===== config.mk =====
export PLATFORM = sky130hd
export DESIGN_NAME = bresenham_line_rasterizer_unit
export DESIGN_NICKNAME = d
export VERILOG_FILES = /design/src/sv/brl_pkg.sv /design/src/sv/brl_walker.sv /design/src/sv/brl_pixel.sv /design/src/sv/bresenham_line_rasterizer_unit.sv
export SDC_FILE = /design/constraint.sdc
export NUM_CORES = 1
export LEC_CHECK = 0
export BUFFER_PORTS_ARGS = -buffer_cell sky130_fd_sc_hd__clkbuf_2
export CAP_MARGIN = 20
export CORE_MARGIN = 5
export CORE_UTILIZATION = 56
export DETAILED_ROUTE_END_ITERATION = 10
export HOLD_SLACK_MARGIN = 0.06
export MAX_ROUTING_LAYER = met4
export PLACE_DENSITY = 0.78
export RECOVER_POWER = 25
export SKIP_LAST_GASP = 1
export SLEW_MARGIN = 15
export SYNTH_ARGS = -nofsm -noshare
export SYNTH_HDL_FRONTEND = slang
export SYNTH_SLANG_ARGS = --single-unit

===== constraint.sdc =====
create_clock -name clock -period 6.1 [get_ports clock]
set_clock_uncertainty 0.1 [all_clocks]
set_input_delay 0.915 -clock clock [delete_from_list [all_inputs] [get_ports clock]]
set_output_delay 0.915 -clock clock [all_outputs]
set_load 0.05 [all_outputs]

===== src/sv/brl_pkg.sv =====
// Shared constants, types and register codes of the Bresenham line rasterizer.
`default_nettype none
package brl_pkg;

   localparam int COORD_BITS = 11;
   localparam int ERR_BITS   = COORD_BITS + 3;
   localparam int ADDR_BITS  = 2 * COORD_BITS;
   localparam int DIM_BITS   = 12;
   localparam int COLOR_BITS = 24;
   localparam int PROD_BITS  = DIM_BITS + COORD_BITS;
   localparam int SUM_BITS   = ((ADDR_BITS > PROD_BITS) ? ADDR_BITS : PROD_BITS) + 1;
   localparam int CMP_BITS   = (COORD_BITS > DIM_BITS) ? COORD_BITS : DIM_BITS;

   localparam int REQ_DATA_BITS = ((4 * COORD_BITS + 7) / 8) * 8;
   localparam int RSP_FIELD_BITS = 2 * COORD_BITS + ADDR_BITS + COLOR_BITS;
   localparam int RSP_DATA_BITS = ((RSP_FIELD_BITS + 7) / 8) * 8;

   localparam int CSR_INDEX_BITS = 2;
   localparam logic [CSR_INDEX_BITS-1:0] CSR_IMAGE_WIDTH  = 2'd0;
   localparam logic [CSR_INDEX_BITS-1:0] CSR_IMAGE_HEIGHT = 2'd1;
   localparam logic [CSR_INDEX_BITS-1:0] CSR_DRAW_COLOR   = 2'd2;

   localparam logic [DIM_BITS-1:0]   WIDTH_RESET  = 12'd1600;
   localparam logic [DIM_BITS-1:0]   HEIGHT_RESET = 12'd900;
   localparam logic [COLOR_BITS-1:0] COLOR_RESET  = 24'hFFC39F;

   localparam logic CMD_START = 1'b0;
   localparam logic CMD_STEP  = 1'b1;

   typedef logic [COORD_BITS-1:0]        coord_type;
   typedef logic signed [COORD_BITS:0]   delta_type;
   typedef logic signed [ERR_BITS-1:0]   err_type;
   typedef logic [SUM_BITS-1:0]          sum_type;
   typedef logic [CMP_BITS-1:0]          cmp_type;
   typedef logic [REQ_DATA_BITS-1:0]     req_data_type;
   typedef logic [RSP_DATA_BITS-1:0]     rsp_data_type;

   typedef struct packed {
      coord_type x;
      coord_type y;
      logic      last;
   } pixel_type;

endpackage
`default_nettype wire


===== src/sv/brl_walker.sv =====
// Line setup and Bresenham step logic with the walker state and pixel stage register.
`default_nettype none
module brl_walker (
   input  wire                 clock,
   input  wire                 reset,
   input  wire                 in_valid,
   output logic                in_ready,
   input  wire                 in_command,
   input  brl_pkg::coord_type  in_x_start,
   input  brl_pkg::coord_type  in_y_start,
   input  brl_pkg::coord_type  in_x_end,
   input  brl_pkg::coord_type  in_y_end,
   output logic                out_valid,
   input  wire                 out_ready,
   output brl_pkg::pixel_type  out_pixel
);

   brl_pkg::coord_type col_ff, row_ff, major_end_ff, adx_ff, ady_ff;
   brl_pkg::err_type   err_ff;
   logic               x_major_ff, minor_up_ff, active_ff;
   logic               s1_valid_ff;
   brl_pkg::pixel_type s1_pixel_ff;

   brl_pkg::delta_type dx, dy;
   brl_pkg::coord_type st_adx, st_ady, st_col, st_row, st_mend;
   logic               st_xmaj, st_up, st_neg;
   brl_pkg::err_type   st_err;

   brl_pkg::coord_type sp_col, sp_row;
   brl_pkg::err_type   sp_err, two_adx, two_ady;

   brl_pkg::coord_type col_in, row_in, major_end_in, adx_in, ady_in;
   brl_pkg::err_type   err_in;
   logic               x_major_in, minor_up_in;
   logic               is_start, accept, emit, fin;

   assign in_ready = !s1_valid_ff || out_ready;
   assign accept   = in_valid && in_ready;
   assign is_start = (in_command == brl_pkg::CMD_START);
   assign emit     = accept && (is_start || active_ff);

   // line setup
   always_comb begin
      dx      = brl_pkg::delta_type'({1'b0, in_x_end}) - brl_pkg::delta_type'({1'b0, in_x_start});
      dy      = brl_pkg::delta_type'({1'b0, in_y_end}) - brl_pkg::delta_type'({1'b0, in_y_start});
      st_adx  = dx[brl_pkg::COORD_BITS] ? brl_pkg::coord_type'(-dx) : brl_pkg::coord_type'(dx);
      st_ady  = dy[brl_pkg::COORD_BITS] ? brl_pkg::coord_type'(-dy) : brl_pkg::coord_type'(dy);
      st_xmaj = (st_ady <= st_adx);
      st_up   = (dx != '0) && (dy != '0) && (dx[brl_pkg::COORD_BITS] == dy[brl_pkg::COORD_BITS]);
      if (st_xmaj) begin
         st_err = brl_pkg::err_type'({st_ady, 1'b0}) - brl_pkg::err_type'(st_adx);
         st_neg = dx[brl_pkg::COORD_BITS];
      end else begin
         st_err = brl_pkg::err_type'({st_adx, 1'b0}) - brl_pkg::err_type'(st_ady);
         st_neg = dy[brl_pkg::COORD_BITS];
      end
      // walk always starts at the endpoint with the smaller major coordinate
      st_col = st_neg ? in_x_end : in_x_start;
      st_row = st_neg ? in_y_end : in_y_start;
      if (st_xmaj) begin
         st_mend = st_neg ? in_x_start : in_x_end;
      end else begin
         st_mend = st_neg ? in_y_start : in_y_end;
      end
   end

   // one step along the current line
   always_comb begin
      two_adx = brl_pkg::err_type'({adx_ff, 1'b0});
      two_ady = brl_pkg::err_type'({ady_ff, 1'b0});
      sp_col  = col_ff;
      sp_row  = row_ff;
      if (x_major_ff) begin
         sp_col = col_ff + 1'b1;
         if (err_ff < 0) begin
            sp_err = err_ff + two_ady;
         end else begin
            sp_row = minor_up_ff ? row_ff + 1'b1 : row_ff - 1'b1;
            sp_err = err_ff + (two_ady - two_adx);
         end
      end else begin
         sp_row = row_ff + 1'b1;
         if (err_ff <= 0) begin
            sp_err = err_ff + two_adx;
         end else begin
            sp_col = minor_up_ff ? col_ff + 1'b1 : col_ff - 1'b1;
            sp_err = err_ff + (two_adx - two_ady);
         end
      end
   end

   always_comb begin
      if (is_start) begin
         col_in       = st_col;
         row_in       = st_row;
         err_in       = st_err;
         major_end_in = st_mend;
         adx_in       = st_adx;
         ady_in       = st_ady;
         x_major_in   = st_xmaj;
         minor_up_in  = st_up;
      end else begin
         col_in       = sp_col;
         row_in       = sp_row;
         err_in       = sp_err;
         major_end_in = major_end_ff;
         adx_in       = adx_ff;
         ady_in       = ady_ff;
         x_major_in   = x_major_ff;
         minor_up_in  = minor_up_ff;
      end
      fin = ((x_major_in ? col_in : row_in) == major_end_in);
   end

   always_ff @(posedge clock) begin
      if (reset) begin
         col_ff       <= '0;
         row_ff       <= '0;
         major_end_ff <= '0;
         err_ff       <= '0;
         adx_ff       <= '0;
         ady_ff       <= '0;
         x_major_ff   <= 1'b0;
         minor_up_ff  <= 1'b0;
         active_ff    <= 1'b0;
         s1_valid_ff  <= 1'b0;
      end else begin
         if (emit) begin
            col_ff       <= col_in;
            row_ff       <= row_in;
            major_end_ff <= major_end_in;
            err_ff       <= err_in;
            adx_ff       <= adx_in;
            ady_ff       <= ady_in;
            x_major_ff   <= x_major_in;
            minor_up_ff  <= minor_up_in;
            active_ff    <= !fin;
         end
         if (in_ready) begin
            s1_valid_ff <= emit;
         end
      end
   end

   always_ff @(posedge clock) begin
      if (emit) begin
         s1_pixel_ff.x    <= col_in;
         s1_pixel_ff.y    <= row_in;
         s1_pixel_ff.last <= fin;
      end
   end

   assign out_valid = s1_valid_ff;
   assign out_pixel = s1_pixel_ff;

endmodule
`default_nettype wire


===== src/sv/brl_pixel.sv =====
// Address multiply-add, outside test and result register.
`default_nettype none
module brl_pixel (
   input  wire                              clock,
   input  wire                              reset,
   input  wire                              in_valid,
   output logic                             in_ready,
   input  brl_pkg::pixel_type               in_pixel,
   input  wire [brl_pkg::DIM_BITS-1:0]      image_width,
   input  wire [brl_pkg::DIM_BITS-1:0]      image_height,
   input  wire [brl_pkg::COLOR_BITS-1:0]    draw_color,
   output logic                             rsp_tvalid,
   input  wire                              rsp_tready,
   output brl_pkg::rsp_data_type            rsp_tdata,
   output logic                             rsp_tuser,
   output logic                             rsp_tlast
);

   logic                              valid_ff;
   logic [brl_pkg::ADDR_BITS-1:0]     addr_in, addr_ff;
   brl_pkg::sum_type                  sum;
   logic                              outside_in, outside_ff;
   brl_pkg::coord_type                x_ff, y_ff;
   logic                              last_ff;
   logic [brl_pkg::COLOR_BITS-1:0]    color_ff;

   assign in_ready = !valid_ff || rsp_tready;

   always_comb begin
      sum = brl_pkg::sum_type'(in_pixel.x) +
            brl_pkg::sum_type'(image_width) * brl_pkg::sum_type'(in_pixel.y);
      addr_in = sum[brl_pkg::ADDR_BITS-1:0];
      outside_in = (brl_pkg::cmp_type'(in_pixel.x) >= brl_pkg::cmp_type'(image_width)) ||
                   (brl_pkg::cmp_type'(in_pixel.y) >= brl_pkg::cmp_type'(image_height));
   end

   always_ff @(posedge clock) begin
      if (reset) begin
         valid_ff <= 1'b0;
      end else if (in_ready) begin
         valid_ff <= in_valid;
      end
   end

   always_ff @(posedge clock) begin
      if (in_ready && in_valid) begin
         x_ff       <= in_pixel.x;
         y_ff       <= in_pixel.y;
         last_ff    <= in_pixel.last;
         addr_ff    <= addr_in;
         outside_ff <= outside_in;
         color_ff   <= draw_color;
      end
   end

   assign rsp_tvalid = valid_ff;
   assign rsp_tdata  = brl_pkg::rsp_data_type'({color_ff, addr_ff, y_ff, x_ff});
   assign rsp_tuser  = outside_ff;
   assign rsp_tlast  = last_ff;

endmodule
`default_nettype wire


===== src/sv/bresenham_line_rasterizer_unit.sv =====
// Top level of the Bresenham line rasterizer: ports, control registers and the two stages.
// Each pixel passes the walker stage register, then the pixel stage register, before rsp.
// Throughput: one command word per cycle while rsp_tready is high; a start or an in-line
// step yields one pixel, a step with no line in progress yields none. The walker state
// loops back through the step logic. Reset (synchronous, active high) drops any line and
// empties both stages; control registers return to width 1600, height 900, color 0xFFC39F.
`default_nettype none
module bresenham_line_rasterizer_unit (
   input  wire                                  clock,
   input  wire                                  reset,
   input  wire                                  req_tvalid,
   output logic                                 req_tready,
   // x_start, y_start, x_end, y_end, zero pad
   input  wire [brl_pkg::REQ_DATA_BITS-1:0]     req_tdata,
   // command
   input  wire                                  req_tuser,
   output logic                                 rsp_tvalid,
   input  wire                                  rsp_tready,
   // pixel_x, pixel_y, pixel_address, pixel_color, zero pad
   output logic [brl_pkg::RSP_DATA_BITS-1:0]    rsp_tdata,
   // outside
   output logic                                 rsp_tuser,
   output logic                                 rsp_tlast,
   input  wire                                  csr_valid,
   output logic                                 csr_ready,
   input  wire [brl_pkg::CSR_INDEX_BITS-1:0]    csr_index,
   input  wire [brl_pkg::COLOR_BITS-1:0]        csr_data
);

   localparam int CB = brl_pkg::COORD_BITS;

   logic [brl_pkg::DIM_BITS-1:0]   width_ff, height_ff;
   logic [brl_pkg::COLOR_BITS-1:0] color_ff;
   logic                           pix_valid, pix_ready;
   brl_pkg::pixel_type             pix;

   assign csr_ready = 1'b1;

   always_ff @(posedge clock) begin
      if (reset) begin
         width_ff  <= brl_pkg::WIDTH_RESET;
         height_ff <= brl_pkg::HEIGHT_RESET;
         color_ff  <= brl_pkg::COLOR_RESET;
      end else if (csr_valid) begin
         unique case (csr_index)
            brl_pkg::CSR_IMAGE_WIDTH:  width_ff  <= csr_data[brl_pkg::DIM_BITS-1:0];
            brl_pkg::CSR_IMAGE_HEIGHT: height_ff <= csr_data[brl_pkg::DIM_BITS-1:0];
            brl_pkg::CSR_DRAW_COLOR:   color_ff  <= csr_data;
            default: ;
         endcase
      end
   end

   brl_walker u_walker (
      .clock      (clock),
      .reset      (reset),
      .in_valid   (req_tvalid),
      .in_ready   (req_tready),
      .in_command (req_tuser),
      .in_x_start (req_tdata[CB-1:0]),
      .in_y_start (req_tdata[2*CB-1:CB]),
      .in_x_end   (req_tdata[3*CB-1:2*CB]),
      .in_y_end   (req_tdata[4*CB-1:3*CB]),
      .out_valid  (pix_valid),
      .out_ready  (pix_ready),
      .out_pixel  (pix)
   );

   brl_pixel u_pixel (
      .clock        (clock),
      .reset        (reset),
      .in_valid     (pix_valid),
      .in_ready     (pix_ready),
      .in_pixel     (pix),
      .image_width  (width_ff),
      .image_height (height_ff),
      .draw_color   (color_ff),
      .rsp_tvalid   (rsp_tvalid),
      .rsp_tready   (rsp_tready),
      .rsp_tdata    (rsp_tdata),
      .rsp_tuser    (rsp_tuser),
      .rsp_tlast    (rsp_tlast)
   );

endmodule
`default_nettype wire


==> summary.md, run 1 <==
| Metric | Value |
|---|---|
| First-pass GRT wire length | about 90000 um |
| Post-CTS Hold Fix Bufs | 0 |
| GPL Wtd Cong | 1.05 |
| Post-route setup slack | -58.6 ps |
| Synth-to-layout area growth | 24.4% |
| Compound-gate portion of the synthesized area | 0.180 |
| Pin count of the biggest net entering global routing | 72 |
| Pre-CTS setup slack | -784 ps |
| DRT iter0 DRCs | ~1700 |
| R2R depth | 21 |
| Vias in the first global route | around 18000 |
| Post-Synth Simple-Gate Area | 0.184 |
| R2R Setup Slk | approximately 60 ps |
| R2R Path Start | u_walker.out_pixel[7] |
| Root buffer cell | clkbuf_16 |
| Combinational Power Share | 0.633 |
| Clock power share | 0.154 |
| Sw power | approximately 3900 uW |
| Max-Cap Viols | 1 |
| Top cells by count, synth | nand2_1, inv_1, nor2_1 |
| HP Class | flip-flop to flip-flop |
| Sequential area share after synthesis | 0.271 |
| Hold EP | u_pixel.color_ff[2] |
| Starting Density | 0.564 |
| Maximum clock rate | 162 MHz |
| Synth Area in XOR/XNOR | 0.0525 |
| Largest family of logic cells by synthesized area | adder cells |
| Fin util | 0.702 |
| Final Hold Fails | 0 |
| Full die area | 38400 sq um |
| Static Leakage | 0.0109 uW |
| Critical path peak fanout | 7 |
| DRC viols | 0 |
| Hold depth | 0 |
| # diodes | 0 |
| Die height | approximately 200 um |
| Total power | approximately 8900 uW |
| Critical Path End Type | flip-flop |
| Adder-cell area share of the yosys netlist | 0.221 |
| Yosys cell types | 96 |
| Int Pwr | 5060 uW |
| Initial antenna violation count | 0 |
| Slew Limit Fails | 27 |
| Synth area leader | edfxtp_1 |
| Critical path class | input pin to flip-flop |
| Later-pin clock latency in the skew report | 540 ps |
| Post-Syn Area | 19400 sq um |
| Power Density | roughly 370 nW/um^2 |
| Routed length per instance | 18.1 um |
| Top-level I/O count | around 160 |
| Mux contribution to synthesized area | 0.0160 |
| #FFs+latches synth | 215 |
| Synth Instances | roughly 2300 |
| Clk sink count | 215 |
| Rows | 68 |
| Grt total ovfl | 0 |
| Count leader, synth | nand2_1 |
| Fin crit period | just over 6000 ps |
| CP startpoint kind | input pin |
| Final net count | 3029 |
| Final setup fails | 1 |
| Router iterations before antenna repair | 8 |
| Post-synth EDFFs | 93 |
| Failing checks | capacitance limit, slew limit, setup timing |
| Req. time, crit path | 6380 ps |
| Core area | around 34000 sq um |
| Avg Synthesized Cell Area | 8.42 sq um |
| Share of power burned in registers | 0.213 |
| H-tree Lvls | 1 |
| Top-area cell type share of the netlist area | 0.144 |
| Worst Min Path Start | color_ff[2] |
| Chip Width | 196 um |
| Least-Margin Pin Slew | 2130 ps |
| Async S/R FF share, synth | 0 |
| Slew margin rel. | -0.424 |
| CP arrival | 6440 ps |
| Total wire length | between 50000 and 60000 um |
| Max IR drop VDD | around 0.0003 V |
| Tcrit/Tclk final | 1.01 |
| Status | finished, violations left |
| Reg2reg end | u_pixel.addr_ff[18] |
| GRT Total Usage | 0.291 |
| Longest Clk Path Bufs | 3 |
| Synth area leaders | edfxtp_1, dfxtp_1, ha_1 |
| I/O Buffers | ~150 |
| Layout cells sized above 1 | 0.237 |
| Ys Warns | 0 |
| Vias | about 18000 |
| Switch share | 0.432 |
| Unrepaired setup endpoints after global routing | yes |
| CTS Buf Count | 22 |
| Prevailing post-synth register cell | dfxtp_1 |
| Setup crit start | req_tdata[4] |
| CTS tree | built |
| Clock-pin transition on the worst setup and hold timing paths | roughly 60 ps |
| Dpl hpwl | 43700 um |
| Via density | 5.77 |
| Routed Antenna Nets | 0 |
per-stage QoR:
stage	area, sq um	TNS (ps)	instances	hold slack [ps]
2_1_floorplan	19500	0	2300	300
3_3_place_gp	22500	-4290	3069	312
3_5_place_dp	22500	-10620	3069	317
4_1_cts	23300	0	3114	329
5_1_grt	24100	-544	3143	342
6_report	24100	-58.6	3143	329
critical path, stage by stage:
cell and delay [ps]:
clkbuf_2 90, inv_1 50, ha_1 350, o211ai_1 190
and3b_2 240, a211oi_2 60, o211ai_1 390, nand2_2 240
buf_4 200, nor2_1 210, xnor2_1 250, ha_1 330
o21ai_2 80, a21oi_2 90, o21ai_4 250, nor4_4 80
buf_4 140, or2_4 290, o211ai_4 320, o21ai_4 170
buf_6 150, a221oi_2 360, o22ai_2 170, xnor2_2 220
nand4_1 140, nor3_2 170, buf_4 160, a311oi_2 90
flip-flops by register name, indices dropped and copies added (netlist names), 11 cells and up:
| name | cells |
|---|---|
| u_pixel.x_ff | 11 |
| u_walker.col_ff | 11 |
| u_walker.row_ff | 11 |
| width_ff | 12 |
| u_walker.err_ff | 14 |
| u_pixel.color_ff | 24 |
| color_ff | 24 |
| u_walker.out_pixel | 23 |
| height_ff | 12 |
| u_pixel.y_ff | 11 |
| u_pixel.addr_ff | 22 |
| u_walker.ady_ff | 11 |
| u_walker.adx_ff | 11 |
| u_walker.major_end_ff | 11 |
worst max-delay path by stage:
stage | to | slack (ps)
after CTS | u_pixel.addr_ff[21] | 0.5
after floorplan | u_walker.active_ff | 8
after global routing | u_walker.active_ff | -180
after detailed placement | u_walker.active_ff | -780
after global placement | u_walker.active_ff | -610
final | u_walker.active_ff | -60
what timing repair did:
| action | in CTS | in global routing |
|---|---|---|
| setup buffers | 5 | 26 |
| endpoints found under the setup margin | 7 | 22 |
| gates resized for setup | 18 | 111 |
| pin swaps | 4 | 64 |
| cloned | 0 | 3 |
cell type report:
cell class              instances  area, sq um
multi-input cells            1704        13300
fillers                      2607        10200
flip-flops and latches        215         5240
repair buffers                466         3200
inverters                     263          992
clock buffers                  32          639
well taps                     455          569
clock inverters                 8         97.6
power by group through the flow:
| stage | registers, uW | clock network [uW] | logic, uW |
|---|---|---|---|
| global placement | 1920 | 0 | 4840 |
| detailed placement | 1930 | 0 | 5030 |
| finish | 1900 | 1370 | 5640 |
| CTS | 1900 | 1390 | 5140 |
| global route | 1910 | 1440 | 6190 |
| floorplan | 2050 | 0 | 3360 |
cell usage in the layout, fill, tap and decap left out, drive strengths merged, types with 21 or more instances in the layout:
| cell | instances |
|---|---|
| buf | 313 |
| inv | 262 |
| nor2b | 26 |
| nand2 | 327 |
| xor2 | 27 |
| nand3 | 21 |
| nor3 | 28 |
| nor2 | 177 |
| ha | 171 |
| a21o | 23 |
| o21ai | 69 |
| xnor2 | 89 |
| edfxtp | 93 |
| and2 | 58 |
| a211oi | 60 |
| clkbuf | 185 |
| a21oi | 175 |
| dfxtp | 122 |
| nand2b | 27 |
| fa | 106 |
| mux2i | 23 |
cell families after synthesis:
kind of cell / after synthesis
adders and majority gates: 278
DFF: 215
buffers and inverters: 383
and+or+nand+nor: 765
muxes: 30
AOI/OAI and AO/OA: 508
xor gates and xnor gates: 116
other: 2
routing by layer:
layer  vias to the layer above  part of all wire  track usage
li1                       8550                 -            -
met1                      8694              0.39        0.349
met2                       715              0.50        0.502
met3                       189             0.059       0.0295
met4                         0             0.050        0.120
met5                         -                 0            -
(Power assumes the default switching activity.)
==> run 2: changes to the inputs <==
--- a/config.mk
+++ b/config.mk
@@ -5,6 +5,7 @@
 export SDC_FILE = /design/constraint.sdc
 export NUM_CORES = 1
 export LEC_CHECK = 0
+export ABC_AREA = 1
 export BUFFER_PORTS_ARGS = -buffer_cell sky130_fd_sc_hd__clkbuf_2
 export CAP_MARGIN = 20
 export CORE_MARGIN = 5
==> summary.md, run 2 <==
| Metric | Value |
|---|---|
| R2R depth | 27 (was 21) |
| Final Hold Fails | 0 (unchanged) |
| Clock power share | 0.183 (was 0.154) |
| Yosys cell types | 61 (was 96) |
| CP arrival | 5990 ps (was 6440 ps) |
| DRC viols | 0 (unchanged) |
| CTS Buf Count | 25 (was 22) |
| I/O Buffers | 147 (unchanged) |
| Grt total ovfl | 0 (unchanged) |
| Synth area leader | edfxtp_1 (unchanged) |
| Later-pin clock latency in the skew report | 570 ps (was 540 ps) |
| Least-Margin Pin Slew | 999 ps (was 2130 ps) |
| Max-Cap Viols | 0 (was 1) |
| Synth-to-layout area growth | 11.7% (was 24.4%) |
| Post-CTS Hold Fix Bufs | 0 (unchanged) |
| Count leader, synth | nand2_1 (unchanged) |
| Pin count of the biggest net entering global routing | 95 (was 72) |
| Critical Path End Type | flip-flop (unchanged) |
| First-pass GRT wire length | 90700 um (was 90000 um) |
| Total wire length | 55600 um (was 56900 um) |
| Clk sink count | 215 (unchanged) |
| Async S/R FF share, synth | 0 (unchanged) |
| Clock-pin transition on the worst setup and hold timing paths | 60 ps (about the same) |
| Prevailing post-synth register cell | dfxtp_1 (unchanged) |
| Chip Width | 197 um (was 196 um) |
| Met2 routed WL | 25700 um (was 28400 um) |
| Synth Instances | 2602 (was 2297) |
| #FFs+latches synth | 215 (unchanged) |
| Placed Area | 21000 sq um (was 22500 sq um) |
| Post-Syn Area | 19500 sq um (was 19400 sq um) |
| Tcrit/Tclk final | 0.951 (was 1.01) |
| WHS | 328 ps (was 329 ps) |
| H-tree Lvls | 1 (unchanged) |
| Slew margin rel. | 0.331 (was -0.424) |
| Fin area | 21800 sq um (was 24100 sq um) |
| Final net count | 3116 (was 3029) |
| Fin crit period | 5800 ps (was 6160 ps) |
| Full die area | 38700 sq um (was 38400 sq um) |
| Combinational Power Share | 0.580 (was 0.633) |
| CTS tree | built (unchanged) |
| Status | completed (was finished, violations left) |
| Req. time, crit path | 6290 ps (was 6380 ps) |
| Vias in the first global route | 17950 (was 18041) |
| DRT iter0 DRCs | 1351 (was 1687) |
| Root buffer cell | clkbuf_16 (unchanged) |
| Most common cell after layout, fill and taps aside | nand2_1 (unchanged) |
| Maximum clock rate | 172 MHz (was 162 MHz) |
| Slew Limit Fails | 0 (was 27) |
| WL met3 | 3860 um (was 3360 um) |
| Critical path class | flip-flop to flip-flop (was input pin to flip-flop) |
| Power Density | 367 nW/um^2 (was 370 nW/um^2) |
| Max IR drop VDD | 0.000283 V (was 0.000299 V) |
| Unrepaired setup endpoints after global routing | yes (unchanged) |
| HP Class | flip-flop to flip-flop (unchanged) |
| R2R Path Start | u_walker.out_pixel[3] (was u_walker.out_pixel[7]) |
| # diodes | 0 (unchanged) |
| Worst Min Path Start | color_ff[13] (was color_ff[2]) |
| Share of power burned in registers | 0.237 (was 0.213) |
| Layout cells sized above 1 | 0.130 (was 0.237) |
| Routed Antenna Nets | 0 (unchanged) |
| Static Leakage | 0.0112 uW (was 0.0109 uW) |
| Vias | 18111 (was 18148) |
| Ys Warns | 0 (unchanged) |
| Sw power | 3660 uW (was 3850 uW) |
| Dpl hpwl | 43700 um (about the same) |
| GRT Total Usage | 0.295 (was 0.291) |
| Via density | 5.60 (was 5.77) |
| Die height | 197 um (was 196 um) |
| Final setup fails | 0 (was 1) |
| Top-level I/O count | 157 (unchanged) |
| Router iterations before antenna repair | 7 (was 8) |
| Starting Density | 0.566 (was 0.564) |
| GPL Wtd Cong | 0.938 (was 1.05) |
| Commonest non-fill, non-tap cells in the layout | nand2_1, inv_1, a21oi_1, ha_1, o21ai_0 (was nand2_1, buf_4, inv_1, nor2_1) |
| Longest Clk Path Bufs | 3 (unchanged) |
| DR top layer | met4 (unchanged) |
| Initial antenna violation count | 0 (unchanged) |
| R2R Setup Slk | 300 ps (was 60 ps) |
| Rows | 68 (unchanged) |
| Hold EP | u_pixel.color_ff[13] (was u_pixel.color_ff[2]) |
| Hold depth | 0 (unchanged) |
| Synth area leaders | edfxtp_1, dfxtp_1, ha_1 (unchanged) |
| CP startpoint kind | flip-flop (was input pin) |
| Routed length per instance | 17.2 um (was 18.1 um) |
| Critical path peak fanout | 7 (unchanged) |
| Core area | 34500 sq um (was 34300 sq um) |
| Reg2reg end | u_pixel.addr_ff[21] (was u_pixel.addr_ff[18]) |
| Routed length on met1 | 23000 um (was 22400 um) |
| Post-synth EDFFs | 93 (unchanged) |
| Switch share | 0.458 (was 0.432) |
| Avg Synthesized Cell Area | 7.50 sq um (was 8.42 sq um) |
| Top-area cell type share of the netlist area | 0.143 (was 0.144) |
| Sequential area share after synthesis | 0.268 (was 0.271) |
| Int Pwr | 4330 uW (was 5060 uW) |
| Top cells by count, synth | nand2_1, inv_1, a21oi_1 (was nand2_1, inv_1, nor2_1) |
run 2: changes by cell type after synthesis, moves of 26 or more:
cell,change
a211oi_1,-51
nand2b_1,-27
nand3_2,+26
and2_1,-56
inv_1,+209
xnor2_1,-64
nand2_1,+243
o21ai_0,+105
nand3_1,+119
nand2_2,+30
nor2b_1,-26
a21oi_1,+61
xor2_1,+30
nor2_1,-75
run 2: worst max-delay path, cell delays in order (launching register included):
cell,delay [ps]
edfxtp_1,480
buf_6,180
nand2_1,80
fa_1,550
inv_1,50
fa_1,430
fa_1,490
fa_1,530
fa_1,500
ha_1,370
a21oi_1,180
o21ai_2,90
nand3_1,70
nand2_1,90
a21oi_1,130
inv_1,70
a21oi_2,190
o21ai_2,90
nand3_1,70
nand2_1,80
a21oi_1,140
inv_1,70
a21oi_2,160
nor2_1,50
nor2_1,90
nor2_1,50
nor2_1,100
xor2_1,70
run 2: kinds of logic after synthesis:
group | after synthesis | synth area share
AOI/OAI and AO/OA | 512 | 0.146
xor gates and xnor gates | 82 | 0.0368
adders and majority gates | 277 | 0.218
buffers and inverters | 590 | 0.121
DFF | 215 | 0.268
other | 2 | 0.000385
and+or+nand+nor | 924 | 0.209
run 2: how the worst max path moves through the flow:
| stage | startpoint | end |
|---|---|---|
| detailed placement | u_walker.out_pixel[3] | u_pixel.addr_ff[21] |
| CTS | u_walker.out_pixel[3] | u_pixel.addr_ff[21] |
| global route | u_walker.out_pixel[4] | u_pixel.addr_ff[20] |
| floorplan | u_walker.out_pixel[5] | u_pixel.addr_ff[21] |
| finish | u_walker.out_pixel[3] | u_pixel.addr_ff[21] |
| global placement | u_walker.out_pixel[4] | u_pixel.addr_ff[21] |
run 2: power groups by stage:
stage	logic, uW	registers, uW	clock network [uW]
after global placement	4340	1910	0
after detailed placement	4480	1920	0
after CTS	4550	1890	1490
after global routing	5240	1910	1550
final	4640	1890	1470
after floorplan	3200	2090	0
run 2: what timing repair did:
action                                  4_1_cts  5_1_grt
setup buffers                                 0        3
resized for setup                             0       13
endpoints found under the setup margin        0        4
run 2: final cells by class:
| class | instances | area [sq um] |
|---|---|---|
| Inverter | 482 | 1810 |
| Tap cell | 455 | 569 |
| Clock buffer | 36 | 718 |
| Multi-Input combinational cell | 1800 | 12000 |
| Timing Repair Buffer | 235 | 1390 |
| Sequential cell | 215 | 5240 |
| Clock inverter | 10 | 81.3 |
| Fill cell | 3011 | 12700 |
run 2: per-stage QoR:
step,instances,setup WS [ps],power (uW),utilization,TNS [ps]
finish,3233,298,7990,0.632,0
global route,3233,-37.8,8690,0.632,-71.3
CTS,3230,46.3,7930,0.631,0
detailed placement,3184,72.0,6400,0.608,0
global placement,3184,147,6250,0.608,0
floorplan,2605,324,5300,-,0
run 2: routing by layer:
layer	vias to the layer above	global-route usage
met5	-	-
met4	0	0.143
met3	192	0.0397
met2	737	0.480
met1	8478	0.365
li1	8704	-
==> run 3: changes to the inputs <==
--- a/config.mk
+++ b/config.mk
@@ -6,7 +6,7 @@
 export NUM_CORES = 1
 export LEC_CHECK = 0
 export ABC_AREA = 1
-export BUFFER_PORTS_ARGS = -buffer_cell sky130_fd_sc_hd__clkbuf_2
+export BUFFER_PORTS_ARGS = -buffer_cell sky130_fd_sc_hd__buf_2
 export CAP_MARGIN = 20
 export CORE_MARGIN = 5
 export CORE_UTILIZATION = 56
@@ -19,4 +19,5 @@
 export SLEW_MARGIN = 15
 export SYNTH_ARGS = -nofsm -noshare
 export SYNTH_HDL_FRONTEND = slang
+export SYNTH_HIERARCHICAL = 1
 export SYNTH_SLANG_ARGS = --single-unit
==> summary.md, run 3 <==
| Metric | Value |
|---|---|
| Most common cell after layout, fill and taps aside | nand2_1 (unchanged) |
| Synth Instances | 2872 (was 2602) |
| Dpl hpwl | 44900 um (was 43700 um) |
| Prevailing post-synth register cell | dfxtp_1 (unchanged) |
| Rows | 69 (was 68) |
| Most used cell, CP | nand2_1 (was fa_1) |
| #FFs+latches synth | 215 (unchanged) |
| Synth area leader | edfxtp_1 (unchanged) |
| Avg Synthesized Cell Area | 7.10 sq um (was 7.50 sq um) |
| H-tree Lvls | 1 (unchanged) |
| Final setup fails | 0 (unchanged) |
| Status | finished, violations left (was completed) |
| CTS tree | built (unchanged) |
| Pin count of the biggest net entering global routing | 86 (was 95) |
| Synth-to-layout area growth | 10.6% (was 11.7%) |
| Setup TNS Final | 0 ps (unchanged) |
| CP arrival | 5720 ps (was 5990 ps) |
| Slew Limit Fails | 153 (was 0) |
| Post-CTS sizing | 0 (unchanged) |
| Top-area cell type share of the netlist area | 0.137 (was 0.143) |
| Yosys cell types | 55 (was 61) |
| Static Leakage | 0.0120 uW (was 0.0112 uW) |
| Fin crit period | 5440 ps (was 5800 ps) |
| Full die area | 40300 sq um (was 38700 sq um) |
| Failing checks | capacitance limit, slew limit |
| Final net count | 3366 (was 3116) |
| Maximum clock rate | 184 MHz (was 172 MHz) |
| Longest Clk Path Bufs | 3 (unchanged) |
| Post-Syn Area | 20400 sq um (was 19500 sq um) |
| Number of buffers added for setup after CTS | 0 (unchanged) |
| Total wire length | 57000 um (was 55600 um) |
| Top-level I/O count | 157 (unchanged) |
| # diodes | 0 (unchanged) |
| Max IR drop VDD | 0.000197 V (was 0.000283 V) |
| Sequential area share after synthesis | 0.257 (was 0.268) |
| Clk sink count | 215 (unchanged) |
| Post-CTS Hold Fix Bufs | 0 (unchanged) |
| Count leader, synth | nand2_1 (unchanged) |
| Die height | 201 um (was 197 um) |
| Routed Antenna Nets | 0 (unchanged) |
| CP startpoint kind | input pin (was flip-flop) |
| Vias | 19035 (was 18111) |
| Final Hold Fails | 0 (unchanged) |
| Commonest non-fill, non-tap cells in the layout | nand2_1, inv_1, nand3_1, nor2_1, ha_1 (was nand2_1, inv_1, a21oi_1, ha_1, o21ai_0) |
| Top cells by count, synth | nand2_1, inv_1, nand3_1 (was nand2_1, inv_1, a21oi_1) |
| Grt total ovfl | 0 (unchanged) |
| Unrepaired setup endpoints after global routing | no (was yes) |
| Initial antenna violation count | 0 (unchanged) |
| Critical Path End Type | flip-flop (unchanged) |
| Core area | 35700 sq um (was 34500 sq um) |
| DRT iter0 DRCs | 1517 (was 1351) |
| Total power | 8560 uW (was 7990 uW) |
| CP max stage cell | ha_1 (was fa_1) |
| Critical path class | input pin to flip-flop (was flip-flop to flip-flop) |
| Via density | 5.46 (was 5.60) |
| Root buffer cell | clkbuf_16 (unchanged) |
| Critical path peak fanout | 39 (was 7) |
| Post-synth EDFFs | 93 (unchanged) |
| Least-Margin Pin Slew | 3800 ps (was 999 ps) |
| Synth area leaders | edfxtp_1, nand2_1, dfxtp_1 (was edfxtp_1, dfxtp_1, ha_1) |
| Later-pin clock latency in the skew report | 540 ps (was 570 ps) |
| GRT Total Usage | 0.283 (was 0.295) |
| Vias in the first global route | 18664 (was 17950) |
| CP peak stage delay | 360 ps (was 550 ps) |
| Async S/R FF share, synth | 0 (unchanged) |
| Req. time, crit path | 6380 ps (was 6290 ps) |
| Slew margin rel. | -1.54 (was 0.331) |
| Power Density | 379 nW/um^2 (was 367 nW/um^2) |
| Clock-pin transition on the worst setup and hold timing paths | 60 ps (about the same) |
| DRC viols | 0 (unchanged) |
| I/O Buffers | 147 (unchanged) |
| Max-Cap Viols | 3 (was 0) |
| Chip Width | 201 um (was 197 um) |
| Ys Warns | 6 (was 0) |
| Router iterations before antenna repair | 6 (was 7) |
| CTS Buf Count | 23 (was 25) |
| Starting Density | 0.570 (was 0.566) |
| GPL Wtd Cong | 0.952 (was 0.938) |
| Tcrit/Tclk final | 0.892 (was 0.951) |
| Routed length per instance | 16.3 um (was 17.2 um) |
| First-pass GRT wire length | 92600 um (was 90700 um) |
| HP Class | flip-flop to flip-flop (unchanged) |
| Layout cells sized above 1 | 0.108 (was 0.130) |
-- run 3: cells by family after synthesis --
kind of cell	share of synthesized area
AND/OR/NAND/NOR	0.257
buffers and inverters	0.129
AO/OA/AOI/OAI	0.114
adder cells (fa/ha/maj)	0.209
flip-flops	0.257
XOR/XNOR	0.0335
other	0.000368
-- run 3: area by class of cell --
class | instances | area, sq um
fill | 3207 | 13200
timing repair buffer | 222 | 1290
sequential | 215 | 5240
clock buffer | 29 | 618
inverter | 563 | 2110
clock inverter | 13 | 168
multi-input combinational | 1984 | 12500
tap | 461 | 577
-- run 3: worst max-delay path: cells and delay by family --
kind,cells,cell delay [ps]
fa+ha+maj,2,690
compound gates,6,1070
buf+inv,6,670
simple gates,21,2340
-- run 3: metal layers --
layer / track usage / part of all wire / vias to the layer above
met5: - / 0 / -
met4: 0.120 / 0.044 / 0
met3: 0.0309 / 0.058 / 152
met2: 0.480 / 0.49 / 683
met1: 0.343 / 0.41 / 8795
li1: - / - / 9405
-- run 3: per-stage QoR --
step | instances | util | area [sq um] | setup WS [ps] | hold slack [ps]
after floorplan | 2875 | - | 20400 | 490 | 300
after global routing | 3487 | 0.631 | 22500 | 292 | 340
after CTS | 3487 | 0.631 | 22600 | 737 | 331
final | 3487 | 0.631 | 22500 | 658 | 329
after detailed placement | 3445 | 0.609 | 21800 | 182 | 315
after global placement | 3445 | 0.609 | 21800 | 212 | 312
-- run 3: final timing paths --
kind                            slack (ps)                  start  cells after the start                     to
worst max-delay path                   660          req_tdata[13]                     35  u_walker/out_pixel[0]
worst min-delay path                   330           color_ff[15]                      0   u_pixel/color_ff[15]
worst min register to register         330           color_ff[15]                      0   u_pixel/color_ff[15]
worst max register to register         900  u_walker/out_pixel[8]                     18    u_pixel/addr_ff[20]
-- run 3: where the power goes --
group / internal, uW / total [uW] / switching (uW)
Sequential: 1760 / 1920 / 152
Combinational: 1820 / 5170 / 3350
Clock: 856 / 1470 / 610
